## src/rtl/core/cpmm_pkg.sv

```systemverilog
// shared types and constants of the cartridge page mirror map unit
package cpmm_pkg;

	// configuration port geometry
	localparam int unsigned REG_ADDR_W = 5;
	localparam int unsigned DATA_W     = 32;

	// widest window position before reduction: start offset plus page offset
	localparam int unsigned POS_W      = 25;
	localparam int unsigned OFFSET_W   = 24;

	// register indexes, byte address is 4*index
	typedef enum logic [2:0] {
		REG_MAP_MODE     = 3'd0,
		REG_BANK_FIRST   = 3'd1,
		REG_BANK_LAST    = 3'd2,
		REG_PAGE_FIRST   = 3'd3,
		REG_PAGE_LAST    = 3'd4,
		REG_TARGET_KIND  = 3'd5,
		REG_START_OFFSET = 3'd6,
		REG_TARGET_SIZE  = 3'd7
	} reg_idx_t;

	localparam logic MODE_LINEAR = 1'b0;
	localparam logic MODE_SHADOW = 1'b1;

	typedef struct packed {
		logic        map_mode;
		logic [7:0]  bank_first;
		logic [7:0]  bank_last;
		logic [7:0]  page_first;
		logic [7:0]  page_last;
		logic        target_kind;
		logic [23:0] start_offset;
		logic [24:0] target_size;
	} cfg_t;

	typedef struct packed {
		logic [7:0] bank;
		logic [7:0] page;
	} in_word_t;

	typedef struct packed {
		logic        hit;
		logic        mem_kind;
		logic [23:0] page_offset;
	} out_word_t;

endpackage

```

## src/rtl/core/cartridge_page_mirror_map_unit.sv

```systemverilog
// top level of the cartridge page mirror map unit
// Maps a bus (bank, page) word onto the byte offset of that page's start
// in cartridge ROM or save RAM for one mapping window set over the APB
// port. A hit passes through these states: S_MUL forms the page offset
// (one small multiply in linear mode), S_SUM adds the start offset and
// launches the remainder unit, and S_DIV waits while the shift-subtract
// remainder unit reduces the 25-bit window position modulo the target
// size; S_FIN then hands the result into the output register once that
// register is free. A miss or a zero target size skips the arithmetic
// and goes straight from acceptance to S_FIN. One word is worked on at
// a time and in_stall is high while it is; the result sits in an output
// register, so a new word is taken while a finished one waits on
// out_stall. Because the reduced position is already below the target
// size, the non-power-of-two mirror fold leaves it unchanged and needs
// no extra steps. A target size above 2^SIZE_BITS is clamped to
// 2^SIZE_BITS. The user must write configuration only while the unit
// is idle; the block itself does not enforce this.
module cartridge_page_mirror_map_unit #(
	parameter int unsigned SIZE_BITS = 24
) (
	input  logic                              clk,
	input  logic                              arst_n,
	// apb configuration port
	input  logic                              psel,
	input  logic                              penable,
	input  logic                              pwrite,
	input  logic [cpmm_pkg::REG_ADDR_W-1:0]   paddr,
	input  logic [cpmm_pkg::DATA_W-1:0]       pwdata,
	output logic [cpmm_pkg::DATA_W-1:0]       prdata,
	output logic                              pready,
	// input word channel
	input  logic                              in_valid,
	output logic                              in_stall,
	input  cpmm_pkg::in_word_t                in_data,
	// result word channel
	output logic                              out_valid,
	input  logic                              out_stall,
	output cpmm_pkg::out_word_t               out_data
);

	localparam int unsigned SW = SIZE_BITS + 1;

	typedef enum logic [4:0] {
		S_IDLE = 5'b00001,
		S_MUL  = 5'b00010,
		S_SUM  = 5'b00100,
		S_DIV  = 5'b01000,
		S_FIN  = 5'b10000
	} state_t;

	state_t                 state_q;
	cpmm_pkg::cfg_t         cfg;

	// captured word and working values
	logic [7:0]             bank_q;
	logic [7:0]             page_q;
	logic                   hit_q;
	logic                   kind_q;
	logic [23:0]            off_q;
	logic [23:0]            res_q;
	logic                   out_valid_q;
	cpmm_pkg::out_word_t    out_q;

	logic                   hit_c;
	logic                   accept;
	logic                   out_free;
	logic [32:0]            tsz_ext;
	logic [32:0]            size_lim;
	logic [32:0]            size_wide;
	logic [SW-1:0]          size_c;
	logic [7:0]             bdiff;
	logic [7:0]             pdiff;
	logic [8:0]             per_bank;
	logic [16:0]            bank_pages;
	logic [15:0]            count_c;
	logic [cpmm_pkg::POS_W-1:0] pos_c;
	logic                   rem_start;
	logic                   rem_done;
	logic [SW-1:0]          rem_val;

	cpmm_regs u_regs (
		.clk     (clk),
		.arst_n  (arst_n),
		.psel    (psel),
		.penable (penable),
		.pwrite  (pwrite),
		.paddr   (paddr),
		.pwdata  (pwdata),
		.prdata  (prdata),
		.pready  (pready),
		.cfg     (cfg)
	);

	// target size clamped to 2^SIZE_BITS
	assign tsz_ext   = 33'(cfg.target_size);
	assign size_lim  = 33'(1) << SIZE_BITS;
	assign size_wide = (tsz_ext > size_lim) ? size_lim : tsz_ext;
	assign size_c    = SW'(size_wide);

	// window check on the incoming word, empty windows never hit
	assign hit_c = (in_data.bank >= cfg.bank_first) && (in_data.bank <= cfg.bank_last) &&
	               (in_data.page >= cfg.page_first) && (in_data.page <= cfg.page_last);

	assign in_stall = (state_q != S_IDLE);
	assign accept   = in_valid && !in_stall;
	assign out_free = !out_valid_q || !out_stall;

	// page offset within the window, both values stay non-negative on a hit
	assign bdiff      = bank_q - cfg.bank_first;
	assign pdiff      = page_q - cfg.page_first;
	assign per_bank   = {1'b0, cfg.page_last} - {1'b0, cfg.page_first} + 9'd1;
	assign bank_pages = bdiff * per_bank;
	assign count_c    = 16'(bank_pages) + 16'(pdiff);

	// window position before reduction
	assign pos_c     = cpmm_pkg::POS_W'(cfg.start_offset) + cpmm_pkg::POS_W'(off_q);
	assign rem_start = (state_q == S_SUM);

	cpmm_rem_unit #(
		.SIZE_BITS (SIZE_BITS)
	) u_rem (
		.clk       (clk),
		.arst_n    (arst_n),
		.start     (rem_start),
		.dividend  (pos_c),
		.divisor   (size_c),
		.done      (rem_done),
		.remainder (rem_val)
	);

	// sequencer
	always_ff @(posedge clk or negedge arst_n) begin
		if (!arst_n) begin
			state_q <= S_IDLE;
		end else begin
			unique case (state_q)
				S_IDLE: begin
					if (accept) begin
						if (hit_c && size_c != '0)
							state_q <= S_MUL;
						else
							state_q <= S_FIN;
					end
				end
				S_MUL:  state_q <= S_SUM;
				S_SUM:  state_q <= S_DIV;
				S_DIV: begin
					if (rem_done)
						state_q <= S_FIN;
				end
				S_FIN: begin
					if (out_free)
						state_q <= S_IDLE;
				end
				default: state_q <= S_IDLE;
			endcase
		end
	end

	// working registers
	always_ff @(posedge clk) begin
		if (accept) begin
			bank_q <= in_data.bank;
			page_q <= in_data.page;
			hit_q  <= hit_c;
			kind_q <= hit_c && cfg.target_kind;
			res_q  <= '0;
		end
		if (state_q == S_MUL) begin
			// shadow: full 64k banks plus page*256, linear: consecutive pages
			if (cfg.map_mode == cpmm_pkg::MODE_SHADOW)
				off_q <= {bdiff, page_q, 8'd0};
			else
				off_q <= {count_c, 8'd0};
		end
		if (state_q == S_DIV && rem_done)
			res_q <= 24'(rem_val);
	end

	// output register
	always_ff @(posedge clk or negedge arst_n) begin
		if (!arst_n) begin
			out_valid_q <= 1'b0;
		end else begin
			if (state_q == S_FIN && out_free)
				out_valid_q <= 1'b1;
			else if (!out_stall)
				out_valid_q <= 1'b0;
		end
	end

	always_ff @(posedge clk) begin
		if (state_q == S_FIN && out_free) begin
			out_q.hit         <= hit_q;
			out_q.mem_kind    <= kind_q;
			out_q.page_offset <= res_q;
		end
	end

	assign out_valid = out_valid_q;
	assign out_data  = out_q;

endmodule

```

## src/rtl/core/cpmm_regs.sv

```systemverilog
// apb configuration register file of the page mirror map unit
module cpmm_regs (
	input  logic                                 clk,
	input  logic                                 arst_n,
	input  logic                                 psel,
	input  logic                                 penable,
	input  logic                                 pwrite,
	input  logic [cpmm_pkg::REG_ADDR_W-1:0]      paddr,
	input  logic [cpmm_pkg::DATA_W-1:0]          pwdata,
	output logic [cpmm_pkg::DATA_W-1:0]          prdata,
	output logic                                 pready,
	output cpmm_pkg::cfg_t                       cfg
);

	cpmm_pkg::cfg_t   cfg_q;
	cpmm_pkg::reg_idx_t idx;
	logic             wr_en;

	assign idx    = cpmm_pkg::reg_idx_t'(paddr[cpmm_pkg::REG_ADDR_W-1:2]);
	assign wr_en  = psel && penable && pwrite;
	assign pready = 1'b1;
	assign cfg    = cfg_q;

	always_ff @(posedge clk or negedge arst_n) begin
		if (!arst_n) begin
			cfg_q.map_mode     <= 1'b0;
			cfg_q.bank_first   <= 8'd0;
			cfg_q.bank_last    <= 8'd0;
			cfg_q.page_first   <= 8'd0;
			cfg_q.page_last    <= 8'd255;
			cfg_q.target_kind  <= 1'b0;
			cfg_q.start_offset <= 24'd0;
			cfg_q.target_size  <= 25'd0;
		end else if (wr_en) begin
			unique case (idx)
				cpmm_pkg::REG_MAP_MODE:     cfg_q.map_mode     <= pwdata[0];
				cpmm_pkg::REG_BANK_FIRST:   cfg_q.bank_first   <= pwdata[7:0];
				cpmm_pkg::REG_BANK_LAST:    cfg_q.bank_last    <= pwdata[7:0];
				cpmm_pkg::REG_PAGE_FIRST:   cfg_q.page_first   <= pwdata[7:0];
				cpmm_pkg::REG_PAGE_LAST:    cfg_q.page_last    <= pwdata[7:0];
				cpmm_pkg::REG_TARGET_KIND:  cfg_q.target_kind  <= pwdata[0];
				cpmm_pkg::REG_START_OFFSET: cfg_q.start_offset <= pwdata[23:0];
				cpmm_pkg::REG_TARGET_SIZE:  cfg_q.target_size  <= pwdata[24:0];
				default: ;
			endcase
		end
	end

	always_comb begin
		prdata = '0;
		unique case (idx)
			cpmm_pkg::REG_MAP_MODE:     prdata = 32'(cfg_q.map_mode);
			cpmm_pkg::REG_BANK_FIRST:   prdata = 32'(cfg_q.bank_first);
			cpmm_pkg::REG_BANK_LAST:    prdata = 32'(cfg_q.bank_last);
			cpmm_pkg::REG_PAGE_FIRST:   prdata = 32'(cfg_q.page_first);
			cpmm_pkg::REG_PAGE_LAST:    prdata = 32'(cfg_q.page_last);
			cpmm_pkg::REG_TARGET_KIND:  prdata = 32'(cfg_q.target_kind);
			cpmm_pkg::REG_START_OFFSET: prdata = 32'(cfg_q.start_offset);
			cpmm_pkg::REG_TARGET_SIZE:  prdata = 32'(cfg_q.target_size);
			default:                    prdata = '0;
		endcase
	end

endmodule

```

## src/rtl/core/cpmm_rem_unit.sv

```systemverilog
// iterative shift-subtract remainder unit, one dividend bit per cycle
module cpmm_rem_unit #(
	parameter int unsigned SIZE_BITS = 24
) (
	input  logic                          clk,
	input  logic                          arst_n,
	input  logic                          start,
	input  logic [cpmm_pkg::POS_W-1:0]    dividend,
	input  logic [SIZE_BITS:0]            divisor,
	output logic                          done,
	output logic [SIZE_BITS:0]            remainder
);

	localparam int unsigned SW = SIZE_BITS + 1;
	localparam int unsigned PW = cpmm_pkg::POS_W;
	localparam int unsigned CW = $clog2(PW + 1);

	logic [PW-1:0] quo_q;
	logic [SW-1:0] rem_q;
	logic [CW-1:0] cnt_q;
	logic          busy_q;
	logic          done_q;

	logic [SW:0]   trial;
	logic [SW:0]   diff;
	logic          ge;

	// shared subtract and compare
	assign trial = {rem_q, quo_q[PW-1]};
	assign diff  = trial - {1'b0, divisor};
	assign ge    = trial >= {1'b0, divisor};

	assign done      = done_q;
	assign remainder = rem_q;

	always_ff @(posedge clk or negedge arst_n) begin
		if (!arst_n) begin
			busy_q <= 1'b0;
			done_q <= 1'b0;
			cnt_q  <= '0;
		end else begin
			done_q <= 1'b0;
			if (start) begin
				busy_q <= 1'b1;
				cnt_q  <= CW'(PW);
			end else if (busy_q) begin
				cnt_q <= cnt_q - CW'(1);
				if (cnt_q == CW'(1)) begin
					busy_q <= 1'b0;
					done_q <= 1'b1;
				end
			end
		end
	end

	always_ff @(posedge clk) begin
		if (start) begin
			quo_q <= dividend;
			rem_q <= '0;
		end else if (busy_q) begin
			quo_q <= {quo_q[PW-2:0], 1'b0};
			rem_q <= ge ? SW'(diff) : SW'(trial);
		end
	end

endmodule

```

## config.mk

```make
export PLATFORM = sky130hd
export DESIGN_NAME = cartridge_page_mirror_map_unit
export DESIGN_NICKNAME = d
export VERILOG_FILES = /design/src/rtl/core/cpmm_pkg.sv /design/src/rtl/core/cartridge_page_mirror_map_unit.sv /design/src/rtl/core/cpmm_regs.sv /design/src/rtl/core/cpmm_rem_unit.sv
export SDC_FILE = /design/constraint.sdc
export NUM_CORES = 1
export LEC_CHECK = 0
export BUFFER_PORTS_ARGS = -buffer_cell sky130_fd_sc_hd__buf_2
export CELL_PAD_IN_SITES_DETAIL_PLACEMENT = 0
export CELL_PAD_IN_SITES_GLOBAL_PLACEMENT = 1
export CORE_UTILIZATION = 43
export DETAILED_ROUTE_END_ITERATION = 10
export PLACE_DENSITY = 0.84
export RECOVER_POWER = 50
export SYNTH_ARGS = -nofsm -noshare
export SYNTH_HDL_FRONTEND = slang
export SYNTH_SLANG_ARGS = --single-unit
```

## constraint.sdc

```tcl
create_clock -name clk -period 7.37 [get_ports clk]
set_clock_uncertainty 0.1 [all_clocks]
set_input_delay 0.737 -clock clk [delete_from_list [all_inputs] [get_ports clk]]
set_output_delay 0.737 -clock clk [all_outputs]
set_load 0.02 [all_outputs]
```

==> results of run 1 <==
==> how the worst max path moves through the flow <==
stage / startpoint / endpoint / slack [ns] / depth (start not counted)
finish: u_regs.cfg[51] / off_q[23] / 0.37 / 26
global route: u_regs.cfg[51] / off_q[23] / 0.02 / 26
CTS: u_regs.cfg[52] / off_q[23] / 0.27 / 25
detailed placement: u_regs.cfg[52] / off_q[23] / 0.25 / 25
global placement: u_regs.cfg[52] / off_q[23] / 0.36 / 25
floorplan: u_regs.cfg[51] / off_q[23] / 0.84 / 28
==> metrics by stage <==
stage / setup slack (ns) / hold slack, ns / instances
CTS: 0.268 / 0.0673 / 2142
detailed placement: 0.250 / 0.305 / 2094
finish: 0.368 / 0.317 / 2143
floorplan: 0.838 / 0.300 / 1568
global route: 0.0175 / 0.317 / 2142
global placement: 0.363 / 0.303 / 2094
==> worst register-to-register path, cell delays in order, from the launching register on <==
cell       delay (ns)
dfstp_2          0.53
inv_1            0.07
ha_1             0.28
inv_1            0.04
ha_1             0.22
fa_1             0.41
a21o_1           0.19
a21oi_1          0.22
xnor2_1          0.24
or2_2            0.36
fa_1             0.53
inv_1            0.05
fa_1             0.50
inv_1            0.05
fa_1             0.46
fa_1             0.54
inv_1            0.04
ha_1             0.30
o21ai_0          0.17
a21oi_1          0.10
o211ai_1         0.19
nand2_1          0.14
a2111oi_1        0.41
o21bai_1         0.15
xnor2_1          0.21
a21oi_1          0.09
o32ai_1          0.22
==> layer usage <==
metal  share of wire (%)  GRT usage (%)
met5                   0              0
met4                 2.9           6.42
met3                 4.6           2.70
met2                  48           37.0
met1                  44           27.7
==> synth_stat cells, drive strengths merged (19+ instances only) <==
cell	n	area, um^2
clkbuf	44	165
nor3	24	125
inv	143	537
a21oi	98	505
xnor2	46	403
and2	27	169
nor2	124	465
nand2b	19	119
nand3	19	95.1
nand2	153	574
a21o	33	248
xor2	23	201
fa	54	1080
dfrtp	87	2180
o21ai	116	592
ha	141	1760
mux2	56	631
dfxtp	25	500
edfxtp	109	3270
==> registers in the layout, indices dropped and copies added, names as in the netlist <==
name,cells
u_regs.cfg,83
out_data,26
u_rem.quo_q,25
u_rem.remainder,25
res_q,24
off_q,16
bank_q,8
page_q,8
state_q,5
u_rem.cnt_q,5
hit_q,1
kind_q,1
out_valid,1
u_rem.busy_q,1
u_rem.done,1
==> kinds of logic after synthesis <==
| kind of cell | Yosys count | share of synthesized area [%] |
|---|---|---|
| AO/OA/AOI/OAI | 355 | 14.4 |
| XOR/XNOR | 69 | 3.89 |
| adder cells (fa/ha/maj) | 195 | 18.3 |
| buffers and inverters | 204 | 5.31 |
| flip-flops | 230 | 39.9 |
| multiplexers | 72 | 5.17 |
| other | 2 | 0.0484 |
| AND/OR/NAND/NOR | 435 | 13.0 |
==> cell type report <==
type                       instances  area, um^2
fill                            3397       18300
multi-input combinational       1134        8580
sequential                       230        6190
clock buffer                      34         702
timing repair buffer             126         603
tap                              461         577
inverter                         143         537
clock inverter                    14         129
antenna                            1        2.50
==> results.cfg, run 1 <==
[outcome]
status = complete, but fails checks
failed_checks = max-capacitance violations, max-slew violations

[place]
io_buffers = 103
place_congestion = 0.908
hpwlAfterDp_um = 29600
place_area_mm2 = 0.0166

[global_route]
grt_pass1_vias = 11500
grt_overflow = 0
grt_pass1_wl_um = 61400
grt_max_degree = 69
antenna_found_initial = 1
track_usage_pct = 21.3

[sta]
worst_slew_pin_slew_ns = 3.59
rsz0062_at_grt = false
slew_violations = 200
relSlewSlack_pct = -139
layout_min_cycle_time_ns = 7.00
fin_crit_sh_pct = 95.0
fmax_mhz = 143
finalHoldViolCount = 0
setup_tns_ns = 0
finalSetupViolations = 0

[min_path]
hold_class = input port to flop
hold_depth = 3
min_from = pwdata[24]
hold_end = u_regs.cfg[24]

[clock_network]
clock_path_buffers = 3
cts-hold-fix-buffers = 0
clk_latency_ns = 0.55
cts_buffers = 26
htree_levels = 1
cts_resized = 0
cts_tree = built
root_buffer = clkbuf_16
post_cts_buffers = 0
cts_sinks = 230
path_clk_slew_ns = 0.06

[yosys]
synth.cell_area_mm2 = 0.0155
synth_flop_cell = edfxtp_1
syn_area_per_cell_um2 = 9.94
synth.distinct_cells = 74
seq_area_frac_synth_pct = 39.9
synth-edff-count = 109
ys_ff_latch = 230
ys_warn_count = 0
async_reset_ff_share_pct = 41.7
postSynthCellCount = 1562

[drt]
routed_wl_um = 38500
vias_per_cell = 5.41
drtIter0Drc = 671
dr.pass1.iters = 5
avgRoutedWirePerCell_um = 18.0
ant_nets = 0
route.vias.total = 11600
drcViolationCount = 0

[worst_setup_path]
cp-end-kind = flop
critPathTopFamily = adder cells
reg2regPathDepth = 26
reg2reg_from = u_regs.cfg[51]
cp.arrival_ns = 7.23
max_stage_delay_ns = 0.54
required_ns = 7.60
path_buf_inv = 5
worstReg2RegEnd = off_q[23]
start_kind = flop
r2r_slack_ns = 0.37
crit_type = flop to flop
cp_max_fo = 8
slowest_stage = fa_1

[die]
ioPinCount = 121
row_count = 69
die_w_um = 192
initial_utilization_pct = 43.7
core_region_area_mm2 = 0.0356
dieArea_mm2 = 0.0369
die_y_um = 192

[finish]
drive_gt1_share_pct = 12.8
syn2layout_area_growth_pct = 11.5
final_nets = 1916
final_common_cell = nand2_1
final_cell_mix = nand2_1 (153), inv_1 (142), ha_1 (141)
fin_area_mm2 = 0.0173
final_util_pct = 48.7

[flow_run]
maxCapViolations = 4
Power of run 1 is left out: the tool's default activity adds up to more than one toggle a clock period on the data nets, which glitch-free logic cannot reach.
==> run 2: changes to the inputs <==
==> constraint.sdc (replaced) <==
create_clock -name clk -period 7.37 [get_ports clk]
set_clock_uncertainty 0.1 [all_clocks]
set_input_delay 1.8425 -clock clk [delete_from_list [all_inputs] [get_ports clk]]
set_output_delay 1.8425 -clock clk [all_outputs]
set_load 0.02 [all_outputs]
==> run 2 against run 1 <==
Net effect:
- the flow still finishes with violations (max-capacitance violations, max-slew violations)
- cell count is essentially flat
- fmax is 1.2% higher
- non-clock buffer count rose by 1
- utilization is 0.27 points higher
- global-route usage increased by 0.15 points
- register-to-register slack gained 0.08 ns
- cell area up 0.55%
- worst setup slack improved by 0.083 ns
- wire length is 0.49% higher
- critical path depth rose by 2
- sequential cell count did not move
- worst hold slack improved by 0.00077 ns
- largest cell class unchanged
- highest routed layer is now met5
==> results.cfg, run 2 (synthesized netlist as in run 1, its figures left out) <==
[finish]
final_cell_mix = nand2_1 (153), inv_1 (142), ha_1 (141)
syn2layout_area_growth_pct = 12.2
largest_register_ff_count = 83
final_nets = 1918
final_common_cell = nand2_1
num_antenna_cells = 0
drive_gt1_share_pct = 14.4

[die]
dieArea_mm2 = 0.0369
die_y_um = 192
die_w_um = 192
ioPinCount = 121
core_region_area_mm2 = 0.0356
row_count = 69
initial_utilization_pct = 43.7

[worst_setup_path]
reg2regPathDepth = 28
slowest_stage = dfstp_2
max_stage_delay_ns = 0.53
r2r_slack_ns = 0.45
worstReg2RegEnd = off_q[23]
cp_max_fo = 4
crit_type = flop to flop
required_ns = 7.53
cp.arrival_ns = 7.08
start_kind = flop
reg2reg_from = u_regs.cfg[51]
cp-end-kind = flop

[drt]
drtIter0Drc = 715
vias_per_cell = 5.45
ant_nets = 0
avgRoutedWirePerCell_um = 18.0
route.vias.total = 11700
drcViolationCount = 0
routed_wl_um = 38700
dr.pass1.iters = 5

[sta]
fmax_mhz = 145
rsz0062_at_grt = false
fin_crit_sh_pct = 93.9
setup_tns_ns = 0
slew_violations = 211
finalHoldViolCount = 0
layout_min_cycle_time_ns = 6.92
finalSetupViolations = 0
worst_slew_pin_slew_ns = 3.52
relSlewSlack_pct = -135

[clock_network]
clk_latency_ns = 0.55
post_cts_buffers = 0
cts_resized = 0
cts_tree = built
cts-hold-fix-buffers = 0
path_clk_slew_ns = 0.06
root_buffer = clkbuf_16
cts_sinks = 230
htree_levels = 1
clock_path_buffers = 3
cts_buffers = 27

[global_route]
antenna_found_initial = 1
track_usage_pct = 21.5
grt_overflow = 0
grt_pass1_wl_um = 62200
grt_max_degree = 62
grt_pass1_vias = 11600

[min_path]
hold_end = out_data[13]
hold_class = flop to flop
hold_depth = 0
min_from = res_q[13]

[place]
hpwlAfterDp_um = 29800
io_buffers = 103
place_congestion = 0.899

[outcome]
failed_checks = max-capacitance violations, max-slew violations
status = complete, but fails checks

[flow_run]
maxCapViolations = 6
==> run 2: through the flow <==
| stage | hold WS [ns] | util, % | area [um^2] | cells | setup slack, ns |
|---|---|---|---|---|---|
| after floorplan | 0.300 | - | 15500 | 1568 | 0.838 |
| after global placement | 0.303 | 46.6 | 16600 | 2095 | 0.362 |
| after detailed placement | 0.305 | 46.6 | 16600 | 2095 | 0.251 |
| after CTS | 0.318 | 49.1 | 17500 | 2145 | 0.261 |
| after global routing | 0.327 | 49.0 | 17400 | 2145 | 0.0363 |
| final | 0.318 | 49.0 | 17400 | 2145 | 0.451 |
==> run 2: area by class of cell <==
type	instances	area, um^2
clock inverters	10	120
flip-flops and latches	230	6190
repair buffers	127	644
inverters	143	537
well taps	461	577
fillers	3334	18200
multi-input cells	1134	8580
clock buffers	40	766
==> run 2: metal layers <==
metal | vias up | share of wire [%] | track usage [%]
li1 | 5652 | - | -
met1 | 5652 | 45 | 27.7
met2 | 293 | 47 | 36.2
met3 | 81 | 4.7 | 3.71
met4 | 2 | 3.4 | 7.63
met5 | - | 0.034 | 0
==> run 2: critical path, delay by kind of cell, from the launching register on <==
kind,cells,cell delay [ns]
adder cells (fa/ha/maj),8,3.27
AO/OA/AOI/OAI,11,1.80
flip-flops,1,0.53
AND/OR/NAND/NOR,2,0.42
XOR/XNOR,2,0.26
buffers and inverters,5,0.26
==> run 2: worst max path at each step <==
stage | slack, ns | to | cells past startpoint | start
5_1_grt | 0.04 | off_q[23] | 28 | u_regs.cfg[51]
6_report | 0.45 | off_q[23] | 28 | u_regs.cfg[51]
3_5_place_dp | 0.25 | off_q[23] | 25 | u_regs.cfg[52]
4_1_cts | 0.26 | off_q[23] | 27 | u_regs.cfg[51]
2_1_floorplan | 0.84 | off_q[23] | 28 | u_regs.cfg[51]
3_3_place_gp | 0.36 | off_q[23] | 25 | u_regs.cfg[52]
Power of run 2 is left out for the same reason.
